<file path="src/design/ccdst_pkg.sv">
// Package for the calendar clock: transaction types, state type, constants and month lengths.
package ccdst_pkg;

    typedef enum logic
    {
        CMD_TICK = 1'b0,
        CMD_LOAD = 1'b1
    } cmd_t;

    typedef struct packed
    {
        cmd_t        command;
        logic [5:0]  load_second;
        logic [5:0]  load_minute;
        logic [4:0]  load_hour;
        logic [4:0]  load_day;
        logic [3:0]  load_month;
        logic [11:0] load_year;
        logic [2:0]  load_weekday;
    } in_t;

    typedef struct packed
    {
        logic [5:0]  cur_second;
        logic [5:0]  cur_minute;
        logic [4:0]  cur_hour;
        logic [4:0]  cur_day;
        logic [3:0]  cur_month;
        logic [11:0] cur_year;
        logic [2:0]  cur_weekday;
        logic        dst_applied;
        logic        load_error;
    } out_t;

    typedef struct packed
    {
        logic [5:0]  seconds;
        logic [5:0]  minutes;
        logic [4:0]  hours;
        logic [4:0]  day_of_month;
        logic [3:0]  month_number;
        logic [11:0] year_count;
        logic [2:0]  weekday;
        logic        dst_done;
    } cal_state_t;

    localparam logic [5:0] SEC_MAX     = 6'd59;
    localparam logic [5:0] MIN_MAX     = 6'd59;
    localparam logic [4:0] HOUR_MAX    = 5'd23;
    localparam logic [4:0] HOUR_DST    = 5'd1;
    localparam logic [4:0] DAY_FIRST   = 5'd1;
    localparam logic [4:0] DST_MIN_DAY = 5'd7;
    localparam logic [3:0] MONTH_JAN   = 4'd1;
    localparam logic [3:0] MONTH_FEB   = 4'd2;
    localparam logic [3:0] MONTH_MAR   = 4'd3;
    localparam logic [3:0] MONTH_APR   = 4'd4;
    localparam logic [3:0] MONTH_JUN   = 4'd6;
    localparam logic [3:0] MONTH_SEP   = 4'd9;
    localparam logic [3:0] MONTH_NOV   = 4'd11;
    localparam logic [3:0] MONTH_DEC   = 4'd12;
    localparam logic [2:0] WDAY_MON    = 3'd1;
    localparam logic [2:0] WDAY_SUN    = 3'd7;

    localparam cal_state_t RESET_STATE = '{
        seconds:      6'd0,
        minutes:      6'd0,
        hours:        5'd0,
        day_of_month: DAY_FIRST,
        month_number: MONTH_JAN,
        year_count:   12'd0,
        weekday:      WDAY_MON,
        dst_done:     1'b0
    };

    // Days in a month; February is long in every year divisible by four
    function automatic logic [4:0] month_length(input logic [3:0] month,
                                                input logic [11:0] year);
        logic [4:0] len;
        case (month)
            MONTH_FEB: len = (year[1:0] == 2'b00) ? 5'd29 : 5'd28;
            MONTH_APR, MONTH_JUN, MONTH_SEP, MONTH_NOV: len = 5'd30;
            default: len = 5'd31;
        endcase
        return len;
    endfunction

endpackage

</file>
<file path="src/design/ccdst_step.sv">
// Next-state logic of the calendar clock for one tick or load transaction.
module ccdst_step
    import ccdst_pkg::*;
(
    input  cal_state_t cur,
    input  in_t        item,
    output cal_state_t nxt,
    output logic       load_error
);

    cal_state_t tick;
    logic [4:0] load_len;
    logic [4:0] cur_len;
    logic       load_ok;

    // Validate the load fields against calendar ranges
    always_comb
    begin
        load_len = month_length(item.load_month, item.load_year);
        load_ok  = (item.load_second <= SEC_MAX) && (item.load_minute <= MIN_MAX) &&
                   (item.load_hour <= HOUR_MAX) &&
                   (item.load_month >= MONTH_JAN) && (item.load_month <= MONTH_DEC) &&
                   (item.load_day >= DAY_FIRST) && (item.load_day <= load_len) &&
                   (item.load_weekday >= WDAY_MON) && (item.load_weekday <= WDAY_SUN);
    end

    // Advance one second, carrying through the calendar with the daylight-saving shifts
    always_comb
    begin
        tick    = cur;
        cur_len = month_length(cur.month_number, cur.year_count);
        if (cur.seconds < SEC_MAX)
        begin
            tick.seconds = cur.seconds + 6'd1;
        end
        else
        begin
            tick.seconds = 6'd0;
            if (cur.minutes < MIN_MAX)
            begin
                tick.minutes = cur.minutes + 6'd1;
            end
            else
            begin
                tick.minutes = 6'd0;
                if ((cur.hours == HOUR_DST) && (cur.weekday == WDAY_SUN) && !cur.dst_done &&
                    (cur.month_number == MONTH_MAR) && (cur.day_of_month >= DST_MIN_DAY))
                begin
                    // spring forward: skip hour 2
                    tick.hours    = 5'd3;
                    tick.dst_done = 1'b1;
                end
                else if ((cur.hours == HOUR_DST) && (cur.weekday == WDAY_SUN) &&
                         !cur.dst_done && (cur.month_number == MONTH_NOV))
                begin
                    // fall back: repeat hour 1
                    tick.hours    = HOUR_DST;
                    tick.dst_done = 1'b1;
                end
                else if (cur.hours < HOUR_MAX)
                begin
                    tick.hours = cur.hours + 5'd1;
                end
                else
                begin
                    tick.hours   = 5'd0;
                    tick.weekday = (cur.weekday >= WDAY_SUN) ? WDAY_MON
                                                             : cur.weekday + 3'd1;
                    if (cur.day_of_month < cur_len)
                    begin
                        tick.day_of_month = cur.day_of_month + 5'd1;
                    end
                    else
                    begin
                        tick.day_of_month = DAY_FIRST;
                        tick.dst_done     = 1'b0;
                        if (cur.month_number < MONTH_DEC)
                        begin
                            tick.month_number = cur.month_number + 4'd1;
                        end
                        else
                        begin
                            tick.month_number = MONTH_JAN;
                            tick.year_count   = cur.year_count + 12'd1;
                        end
                    end
                end
            end
        end
    end

    // Select the new state by command
    always_comb
    begin
        nxt        = cur;
        load_error = 1'b0;
        case (item.command)
            CMD_TICK:
            begin
                nxt = tick;
            end
            CMD_LOAD:
            begin
                if (load_ok)
                begin
                    nxt.seconds      = item.load_second;
                    nxt.minutes      = item.load_minute;
                    nxt.hours        = item.load_hour;
                    nxt.day_of_month = item.load_day;
                    nxt.month_number = item.load_month;
                    nxt.year_count   = item.load_year;
                    nxt.weekday      = item.load_weekday;
                    nxt.dst_done     = 1'b0;
                end
                else
                begin
                    load_error = 1'b1;
                end
            end
            default:
            begin
                nxt = cur;
            end
        endcase
    end

endmodule

</file>
<file path="src/design/calendar_clock_with_dst.sv">
// Top level of the calendar clock: input register, step logic, state and result registers.
//
//   channel | signals                     | direction | payload
//   --------+-----------------------------+-----------+---------
//   in      | in_valid, in_ready, in_data | to block  | in_t
//   out     | out_valid, out_ready, out_data | from block | out_t
//
// Each transaction passes through the input register, then through the step logic
// into the state and result registers.
// One transaction is accepted every cycle while the output is not stalled; the state
// is updated as the result is written, so back-to-back items chain correctly.
// Reset puts the clock at 00:00:00, day 1, month 1, year 0, weekday 1.
// A stalled output holds the result and the input register; in_ready drops once
// the input register is also full.
module calendar_clock_with_dst
    import ccdst_pkg::*;
(
    input  logic clk,
    input  logic rst_n,
    input  logic in_valid,
    output logic in_ready,
    input  in_t  in_data,
    output logic out_valid,
    input  logic out_ready,
    output out_t out_data
);

    logic       item_valid_reg;
    in_t        item_reg;
    cal_state_t state_reg;
    cal_state_t state_next;
    logic       res_valid_reg;
    out_t       res_reg;
    logic       err_next;
    logic       advance;

    // Move the held item forward when the result register is free or its result is taken
    assign advance  = item_valid_reg && (!res_valid_reg || out_ready);
    assign in_ready = !item_valid_reg || advance;

    ccdst_step u_step
    (
        .cur        (state_reg),
        .item       (item_reg),
        .nxt        (state_next),
        .load_error (err_next)
    );

    // Hold the input transaction
    always_ff @(posedge clk or negedge rst_n)
    begin
        if (!rst_n)
        begin
            item_valid_reg <= 1'b0;
        end
        else if (in_ready)
        begin
            item_valid_reg <= in_valid;
        end
    end

    always_ff @(posedge clk)
    begin
        if (in_ready && in_valid)
        begin
            item_reg <= in_data;
        end
    end

    // Update the calendar state and result valid
    always_ff @(posedge clk or negedge rst_n)
    begin
        if (!rst_n)
        begin
            state_reg     <= RESET_STATE;
            res_valid_reg <= 1'b0;
        end
        else
        begin
            if (advance)
            begin
                state_reg <= state_next;
            end
            if (advance)
            begin
                res_valid_reg <= 1'b1;
            end
            else if (out_ready)
            begin
                res_valid_reg <= 1'b0;
            end
        end
    end

    // Capture the result transaction
    always_ff @(posedge clk)
    begin
        if (advance)
        begin
            res_reg.cur_second  <= state_next.seconds;
            res_reg.cur_minute  <= state_next.minutes;
            res_reg.cur_hour    <= state_next.hours;
            res_reg.cur_day     <= state_next.day_of_month;
            res_reg.cur_month   <= state_next.month_number;
            res_reg.cur_year    <= state_next.year_count;
            res_reg.cur_weekday <= state_next.weekday;
            res_reg.dst_applied <= state_next.dst_done;
            res_reg.load_error  <= err_next;
        end
    end

    assign out_valid = res_valid_reg;
    assign out_data  = res_reg;

endmodule
</file>
<file path="config.mk">
export PLATFORM = sky130hd
export DESIGN_NAME = calendar_clock_with_dst
export DESIGN_NICKNAME = d
export VERILOG_FILES = /design/src/design/ccdst_pkg.sv /design/src/design/ccdst_step.sv /design/src/design/calendar_clock_with_dst.sv
export SDC_FILE = /design/constraint.sdc
export NUM_CORES = 1
export LEC_CHECK = 0
export ABC_AREA = 1
export BUFFER_PORTS_ARGS = -buffer_cell sky130_fd_sc_hd__clkbuf_2
export CORE_MARGIN = 5
export CORE_UTILIZATION = 55
export DETAILED_ROUTE_END_ITERATION = 8
export GPL_ROUTABILITY_DRIVEN = 0
export PLACE_DENSITY = 0.89
export SLEW_MARGIN = 15
export SYNTH_ARGS = -nofsm -noshare
export SYNTH_HDL_FRONTEND = slang
export SYNTH_SLANG_ARGS = --single-unit
</file>
<file path="constraint.sdc">
create_clock -name clk -period 3.2 [get_ports clk]
set_input_delay 0.48 -clock clk [delete_from_list [all_inputs] [get_ports clk]]
set_output_delay 0.48 -clock clk [all_outputs]
set_load 0.02 [all_outputs]
</file>
==> flow_summary_export.csv, run 1 <==
group,metric,value,unit
timing,post-route-period-util,91.40,%
critical_path,r2r_start,"item_reg[17]",
layout,drive_gt1_share,20.35,%
yosys,post_synth_num_cell_types,40,
routing,drtIter0Drc,565,
layout,final_cell_mix,"nand2_1 (211), clkbuf_2 (90), edfxtp_1 (85)",
timing,tns,0,ns
cts,cts_tree,"yes",
layout,syn2layout_area_growth,19.80,%
timing,hold_viol_final,0,
global_route,grt_pass1_wl,26.12,mm
routing,vias,5409,
power_and_ir_drop,swShare,34.47,%
cts,h-tree-depth,4,
power_and_ir_drop,power_frac_clock,31.8,%
power_and_ir_drop,seqPwrFrac,41.9,%
routing,dr.pass1.iters,5,
timing,fin_skew,0.006703,ns
critical_path,cp-start-kind,"flip-flop",
timing,rsz0062_at_grt,"no",
yosys,async_reset_ff_share,34.11,%
power_and_ir_drop,power-per-cell-area,824.4,nW/um^2
min_path,hp-class,"in2async",
routing,routed_wl,15.85,mm
cts,clk_latency,0.42,ns
yosys,synth_area,6434,sq um
layout,multi_input_area,2415,sq um
yosys,yosys_most_used_dff,"edfxtp_1",
floorplanning,die_h,118.2,microns
flow_run,timing.max_cap.violations,0,
critical_path,crit_fanout,16,
place,dpl_cell_area,7076,sq um
floorplanning,core.rowCount,39,
timing,maxSlewViolCount,0,
critical_path,r2r_setup_slack,0.28,ns
routing,drc,0,
critical_path,cp-end-kind,"flip-flop",
cts,cts_buffers,17,
critical_path,crit_start,"item_reg[17]",
layout,antenna-diode-count,0,
global_route,grt_antenna_before_repair,0,
yosys,yosys-top-cells-area,"edfxtp_1 (40%), dfrtp_1 (16%), nand2_1 (12%), inv_1 (4.0%), nand3_1 (3.7%)",
floorplanning,die_area,13960,sq um
critical_path,arrival,3.08,ns
routing,vias_per_cell,5.670,
cts,path_clk_slew,0.05,ns
floorplanning,core,11420,sq um
layout,fin_nets,860,
power_and_ir_drop,p_int,4164,uW
cts,clock_sink_count,129,
floorplanning,die_w,118.2,microns
yosys,yosys_warnings,0,
yosys,ys_ff_latch,129,
cts,holdBufCountCts,0,
yosys,seq_area_frac_synth,56.85,%
critical_path,critPathRequiredTime,3.36,ns
yosys,syn_nets,759,
timing,relSlewSlack,53.58,%
timing,max_freq,341.9,MHz
cts,clockBufferDepth,2,
global_route,overflow,0,
routing,drt.antenna.violating_nets,0,
routing,wl_per_cell,16.62,microns
layout,final_common_cell,"nand2_1",
critical_path,critical_path_class,"reg2reg",
power_and_ir_drop,p_switching,2190,uW
run_status,status,"completed",
yosys,yosysTopAreaCell,"edfxtp_1",
place,hpwl,10.59,mm
timing,setup_viol,0,
floorplanning,ios,91,
power_and_ir_drop,cellLeakagePower,0.003498,uW
power_and_ir_drop,p_comb_share,26.2,%
global_route,grt_start_max_net_pins,102,
layout,final-seq-area,3657,sq um
yosys,synth_top_cell_area_share,39.67,%
power_and_ir_drop,vdd.ir_drop.worst,0.4595,mV
yosys,synth_enable_flop_cells,85,
place,numPortBuffers,90,
cts,cts_root_buf,"clkbuf_16",
yosys,synth_cells,697,
global_route,grt_util_all_layers,23.20,%
yosys,syn_avg_cell_area,9.231,sq um
critical_path,r2r_end,"out_data[16]",
global_route,grt_pass1_vias,5435,
timing,period_needed,2.925,ns
layout,stdcell_area,7707,sq um
layout,fill_cells,867,
layout,largest_reg_flops,43,
floorplanning,start_util,56.34,%
critical_path,r2r_cells,11,
timing,worstMarginPinSlew,0.6963,ns
## per-stage QoR
step | hold slack [ns] | total power, uW | setup slack, ns | instances | utilization [%]
CTS | 0.06216 | 6347 | 0.2645 | 954 | 67.47
floorplan | 0.1844 | 3753 | 0.5138 | 697 | -
global placement | 0.4639 | 4198 | 0.4616 | 922 | 61.97
global route | 0.09291 | 6700 | 0.03061 | 954 | 67.50
finish | 0.05854 | 6354 | 0.2753 | 954 | 67.50
detailed placement | 0.4704 | 4284 | 0.2984 | 922 | 61.97
## worst max-delay path, stage by stage (launching register included)
cell and delay, ns:
edfxtp_1 0.47, nor4_1 0.39, o21ai_0 0.15, o211a_1 0.15, ha_1 0.28, a211oi_1 0.24
nor2_1 0.08, nand3_1 0.16, clkinvlp_4 0.22, buf_4 0.26, a21oi_1 0.16, nand2_1 0.09
## cell usage after synthesis (5+ instances only)
library cell  number
a21oi_1           20
nand4_1            6
o21ai_1            5
dfrtp_1           41
o211ai_2           5
nand2_1          211
nand2_2            6
inv_1             68
ha_1              16
buf_2              7
nor3_1            13
o21ai_0           39
nand3_1           48
clkbuf_1           9
o211ai_1          21
edfxtp_1          85
nor4_1             5
nor2_1            53
## layer usage
metal | wire length (microns) | track usage, %
met5 | 0 | 0
met4 | 526 | 10.54
met2 | 7575 | 37.10
met3 | 1270 | 5.349
met1 | 6480 | 30.26
## how the worst max path moves through the flow
| stage | endpoint | slack, ns | depth (start not counted) |
|---|---|---|---|
| after floorplan | out_data[0] | 0.51 | 5 |
| final | out_data[16] | 0.28 | 11 |
| after CTS | out_data[16] | 0.26 | 11 |
| after detailed placement | out_data[16] | 0.30 | 11 |
| after global placement | out_data[16] | 0.46 | 11 |
| after global routing | state_reg[31] | 0.03 | 13 |
## final cells by class
class	instances	area share [%]
Tap cell	143	2.321
Inverter	72	3.571
Timing Repair Buffer	102	7.175
Multi-Input combinational cell	476	31.33
Clock buffer	24	6.510
Sequential cell	129	47.45
Clock inverter	8	1.640
## cells by family after synthesis
kind of cell               Yosys count  share of synthesized area (%)
and+or+nand+nor                    359                          24.52
DFF                                129                          56.85
AOI/OAI and AO/OA                   99                          9.627
buffers and inverters               92                          5.620
adders and majority gates           16                          3.112
xor gates and xnor gates             2                         0.2723
## power by group through the flow
stage	logic (uW)	registers (uW)	clock network, uW
floorplan	1000	2750	0
finish	1670	2670	2020
global placement	1540	2650	0
global route	1860	2720	2130
detailed placement	1620	2660	0
CTS	1650	2650	2050
## what timing repair did
action                                  4_1_cts  5_1_grt
resized for setup                             0        1
endpoints found under the setup margin        0        1
buffers inserted                              0        0
Note: power is estimated with default switching activity, not from simulation.
==> run 2: changes to the inputs <==
Settings changed: CORE_UTILIZATION 55 to 50, PLACE_DENSITY 0.89 to 0.83.
==> flow_summary_export.csv, run 2 (synthesis gave the netlist of run 1 again) <==
group,metric,value,unit
flow_run,timing.max_cap.violations,0,
cts,h-tree-depth,4,
power_and_ir_drop,vdd.ir_drop.worst,0.3792,mV
timing,maxSlewViolCount,0,
layout,fill_cells,1092,
power_and_ir_drop,power-per-cell-area,795.9,nW/um^2
layout,largest_reg_flops,43,
critical_path,crit_chain,"nor4_1 -> o21ai_0 -> o211a_1 -> ha_1 -> a211oi_1 -> nor2_1 -> nand2_1 -> nand2_2 -> inv_1 -> a21oi_1 -> and2_1",
timing,tns,0,ns
critical_path,r2r_cells,11,
layout,multi_input_area,2415,sq um
timing,setup_viol,0,
critical_path,cp-end-kind,"flip-flop",
critical_path,cp_slowest_cell,"edfxtp_1",
global_route,grt_util_all_layers,21.37,%
floorplanning,start_util,50.98,%
floorplanning,core.rowCount,41,
critical_path,crit_fanout,11,
cts,cts_root_buf,"clkbuf_16",
layout,antenna-diode-count,0,
run_status,status,"completed",
routing,routed_wl,15.02,mm
place,hpwl,10.04,mm
global_route,grt_start_max_net_pins,102,
global_route,grt_pass1_vias,5230,
layout,final_cell_mix,"nand2_1 (211), clkbuf_2 (90), edfxtp_1 (85)",
global_route,grt_pass1_wl,24.85,mm
critical_path,critical_path_class,"reg2reg",
floorplanning,die_h,123.4,microns
cts,ctsResizeCount,0,
cts,cts_buffers,17,
critical_path,cp-start-kind,"flip-flop",
cts,clockBufferDepth,2,
layout,final-seq-area,3657,sq um
critical_path,critPathBufInv,1,
routing,vias_per_cell,5.337,
power_and_ir_drop,cellLeakagePower,0.003467,uW
power_and_ir_drop,total_power,6118,uW
critical_path,critical_path_depth,11,
critical_path,critPathRequiredTime,3.38,ns
floorplanning,core,12620,sq um
cts,clock_sink_count,129,
cts,cts_setup_buffers,0,
timing,rsz0062_at_grt,"no",
cts,clk_latency,0.42,ns
routing,drc,0,
floorplanning,die_area,15240,sq um
critical_path,slowest_delay,0.46,ns
layout,syn2layout_area_growth,19.47,%
timing,relSlewSlack,49.02,%
layout,fin_nets,859,
global_route,grt_antenna_before_repair,0,
min_path,hp-class,"in2async",
critical_path,crit_family,"simple AND/OR/NAND/NOR gates",
layout,fin_util,60.91,%
layout,drive_gt1_share,20.00,%
timing,max_freq,364.4,MHz
cts,holdBufCountCts,0,
routing,wl_per_cell,15.29,microns
timing,post-route-period-util,85.76,%
routing,vias,5241,
floorplanning,die_w,123.4,microns
critical_path,arrival,2.92,ns
critical_path,r2r_setup_slack,0.46,ns
timing,worstMarginPinSlew,0.7647,ns
critical_path,r2r_start,"item_reg[17]",
layout,final_common_cell,"nand2_1",
cts,path_clk_slew,0.06,ns
routing,dr.pass1.iters,5,
critical_path,crit_start,"item_reg[17]",
place,numPortBuffers,90,
timing,period_needed,2.744,ns
cts,cts_tree,"yes",
timing,fin_skew,0.006682,ns
timing,hold_viol_final,0,
floorplanning,ios,91,
global_route,overflow,0,
routing,drtIter0Drc,612,
routing,drt.antenna.violating_nets,0,
-- run 2: changes by cell type in the layout (fill, tap and decap cells not counted) --
| cell | delta |
|---|---|
| buf_12 | +1 |
| buf_4 | -2 |
| bufinv_16 | -1 |
| clkbuf_1 | -2 |
| clkbuf_8 | -5 |
| clkinv_1 | +5 |
| clkinv_2 | +2 |
| clkinv_4 | +2 |
| clkinvlp_4 | -1 |
| inv_1 | -1 |
| inv_6 | +1 |
-- run 2: power by group --
part	switching [uW]	total [uW]	internal (uW)
clock network	713	1850	1140
registers	354	2650	2290
logic	1080	1620	541
-- run 2: metal layers --
metal / GRT usage (%) / up-vias / routed length [microns]
met5: 0 / - / 0
met4: 9.412 / 0 / 402
met3: 6.725 / 36 / 1321
met2: 32.38 / 241 / 6814
met1: 28.32 / 2403 / 6477
li1: - / 2561 / -
-- run 2: worst paths after layout --
| check | end |
|---|---|
| setup reg to reg | out_data[24] |
| max in group asynchronous | state_reg[20] |
| min in group clk | item_reg[9] |
| hold / removal | state_reg[39] |
| hold reg to reg | state_reg[41] |
| setup / recovery | out_data[24] |
-- run 2: area by class of cell --
class / count / share of cell area, %
flip-flops and latches: 129 / 47.58
multi-input cells: 476 / 31.42
repair buffers: 101 / 7.260
clock buffers: 17 / 5.535
inverters: 72 / 3.532
well taps: 172 / 2.800
clock inverters: 15 / 1.872
-- run 2: through the flow --
step	setup WS (ns)	hold WS (ns)	cells	cell area, sq um
floorplan	0.5138	0.1844	697	6434
global placement	0.6217	0.4628	950	7117
detailed placement	0.4586	0.4653	950	7117
CTS	0.4603	0.1458	982	7686
global route	0.2422	0.1629	982	7686
finish	0.4556	0.1250	982	7686
==> run 3: changes to the inputs <==
Settings changed: PLACE_DENSITY 0.83 to 0.86, SKIP_CTS_REPAIR_TIMING from default to 1.
Clock period 3.2 ns to 2.5 ns, I/O delays scaled along.
==> flow_summary_export.csv, run 3 (synthesis gave the netlist of run 1 again) <==
group,metric,value,unit
layout,antenna-diode-count,0,
layout,fill_cells,959,
critical_path,r2r_start,"item_reg[17]",
cts,cts_root_buf,"clkbuf_16",
routing,routed_wl,17.10,mm
power_and_ir_drop,vdd.ir_drop.worst,0.5831,mV
routing,vias,5662,
timing,setup_viol,79,
global_route,grt_antenna_before_repair,0,
routing,drc,0,
floorplanning,start_util,50.98,%
timing,tns,-5.250,ns
layout,multi_input_area,2599,sq um
critical_path,arrival,2.82,ns
timing,period_needed,2.669,ns
cts,cts_buffers,17,
cts,cts_tree,"yes",
routing,dr.pass1.iters,8,
cts,path_clk_slew,0.06,ns
cts,clock_sink_count,129,
place,numPortBuffers,90,
timing,worst_slack,-0.1687,ns
place,hpwl,10.39,mm
cts,clockBufferDepth,2,
critical_path,cp-end-kind,"flip-flop",
floorplanning,core.rowCount,41,
critical_path,slowest_delay,0.43,ns
power_and_ir_drop,cellLeakagePower,0.003714,uW
global_route,grt_start_max_net_pins,102,
floorplanning,die_w,123.4,microns
layout,largest_reg_flops,43,
run_status,status,"finished with violations",
place,pre_cts_ws,-0.01277,ns
critical_path,cp-start-kind,"flip-flop",
timing,fin_skew,0.01685,ns
timing,relSlewSlack,57.39,%
critical_path,crit_chain,"buf_4 -> buf_4 -> nor2_1 -> nand2_1 -> o211a_1 -> ha_4 -> a211oi_2 -> nor2_1 -> nand3_1 -> inv_4 -> buf_6 -> clkbuf_16 -> nand2_1 -> nand3_1",
timing,maxSlewViolCount,0,
timing,hold_viol_final,0,
critical_path,r2r_cells,14,
critical_path,r2r_end,"out_data[30]",
routing,drtIter0Drc,800,
global_route,grt_pass1_vias,5147,
layout,syn2layout_area_growth,27.50,%
min_path,hp-class,"in2async",
floorplanning,ios,91,
global_route,grt_pass1_wl,24.96,mm
cts,h-tree-depth,4,
critical_path,cp_slowest_cell,"edfxtp_1",
floorplanning,core,12620,sq um
layout,fin_util,65.00,%
timing,whs,0.04445,ns
routing,wl_per_cell,16.97,microns
critical_path,r2r_setup_slack,-0.17,ns
routing,vias_per_cell,5.617,
floorplanning,die_h,123.4,microns
layout,final_common_cell,"nand2_1",
layout,final-seq-area,3657,sq um
run_status,violations,"setup timing",
layout,final_cell_mix,"nand2_1 (204), clkbuf_2 (90), edfxtp_1 (85)",
layout,drive_gt1_share,27.15,%
timing,post-route-period-util,106.7,%
cts,clk_latency,0.44,ns
flow_run,timing.max_cap.violations,0,
global_route,grt_util_all_layers,21.55,%
timing,max_freq,374.7,MHz
timing,rsz0062_at_grt,"yes",
critical_path,critPathRequiredTime,2.65,ns
critical_path,crit_fanout,7,
floorplanning,die_area,15240,sq um
timing,worstMarginPinSlew,0.6342,ns
power_and_ir_drop,power-per-cell-area,1013,nW/um^2
critical_path,critical_path_class,"reg2reg",
layout,fin_nets,885,
global_route,overflow,0,
routing,drt.antenna.violating_nets,0,
-- run 3: critical path: cells and delay by family, from the launching register on --
kind | cells | cell delay, ns
simple gates | 6 | 0.65
compound gates | 2 | 0.37
buf+inv | 5 | 0.70
fa+ha+maj | 1 | 0.22
flops | 1 | 0.43
-- run 3: through the flow --
| step | instance area, sq um | cells | power (uW) |
|---|---|---|---|
| 2_1_floorplan | 6449 | 697 | 4805 |
| 3_3_place_gp | 7229 | 961 | 5434 |
| 3_5_place_dp | 7229 | 961 | 5505 |
| 4_1_cts | 7825 | 993 | 8052 |
| 5_1_grt | 8203 | 1008 | 8717 |
| 6_report | 8203 | 1008 | 8309 |
-- run 3: metal layers --
layer	share of wire, %	vias to the layer above	GRT usage [%]
met1	40	2626	27.64
met4	4.5	0	10.24
met5	0	-	0
met3	9.1	70	6.130
li1	-	2609	-
met2	47	357	33.81
-- run 3: area by class of cell --
class	count	share of cell area, %
clock inverters	12	1.937
repair buffers	127	10.46
multi-input cells	476	31.68
well taps	172	2.624
clock buffers	20	5.323
inverters	72	3.386
flip-flops and latches	129	44.59
-- run 3: worst max path at each step --
stage	slack [ns]	start	to
after global placement	0.10	item_reg[17]	out_data[6]
after global routing	-0.25	item_reg[17]	out_data[4]
after floorplan	0.02	item_reg[17]	out_data[11]
after CTS	-0.08	item_reg[18]	state_reg[31]
final	-0.17	item_reg[17]	out_data[30]
after detailed placement	-0.01	item_reg[18]	state_reg[35]
-- run 3: where the power goes --
part	switching, uW	internal [uW]
logic	1550	832
registers	483	2930
clock network	934	1570
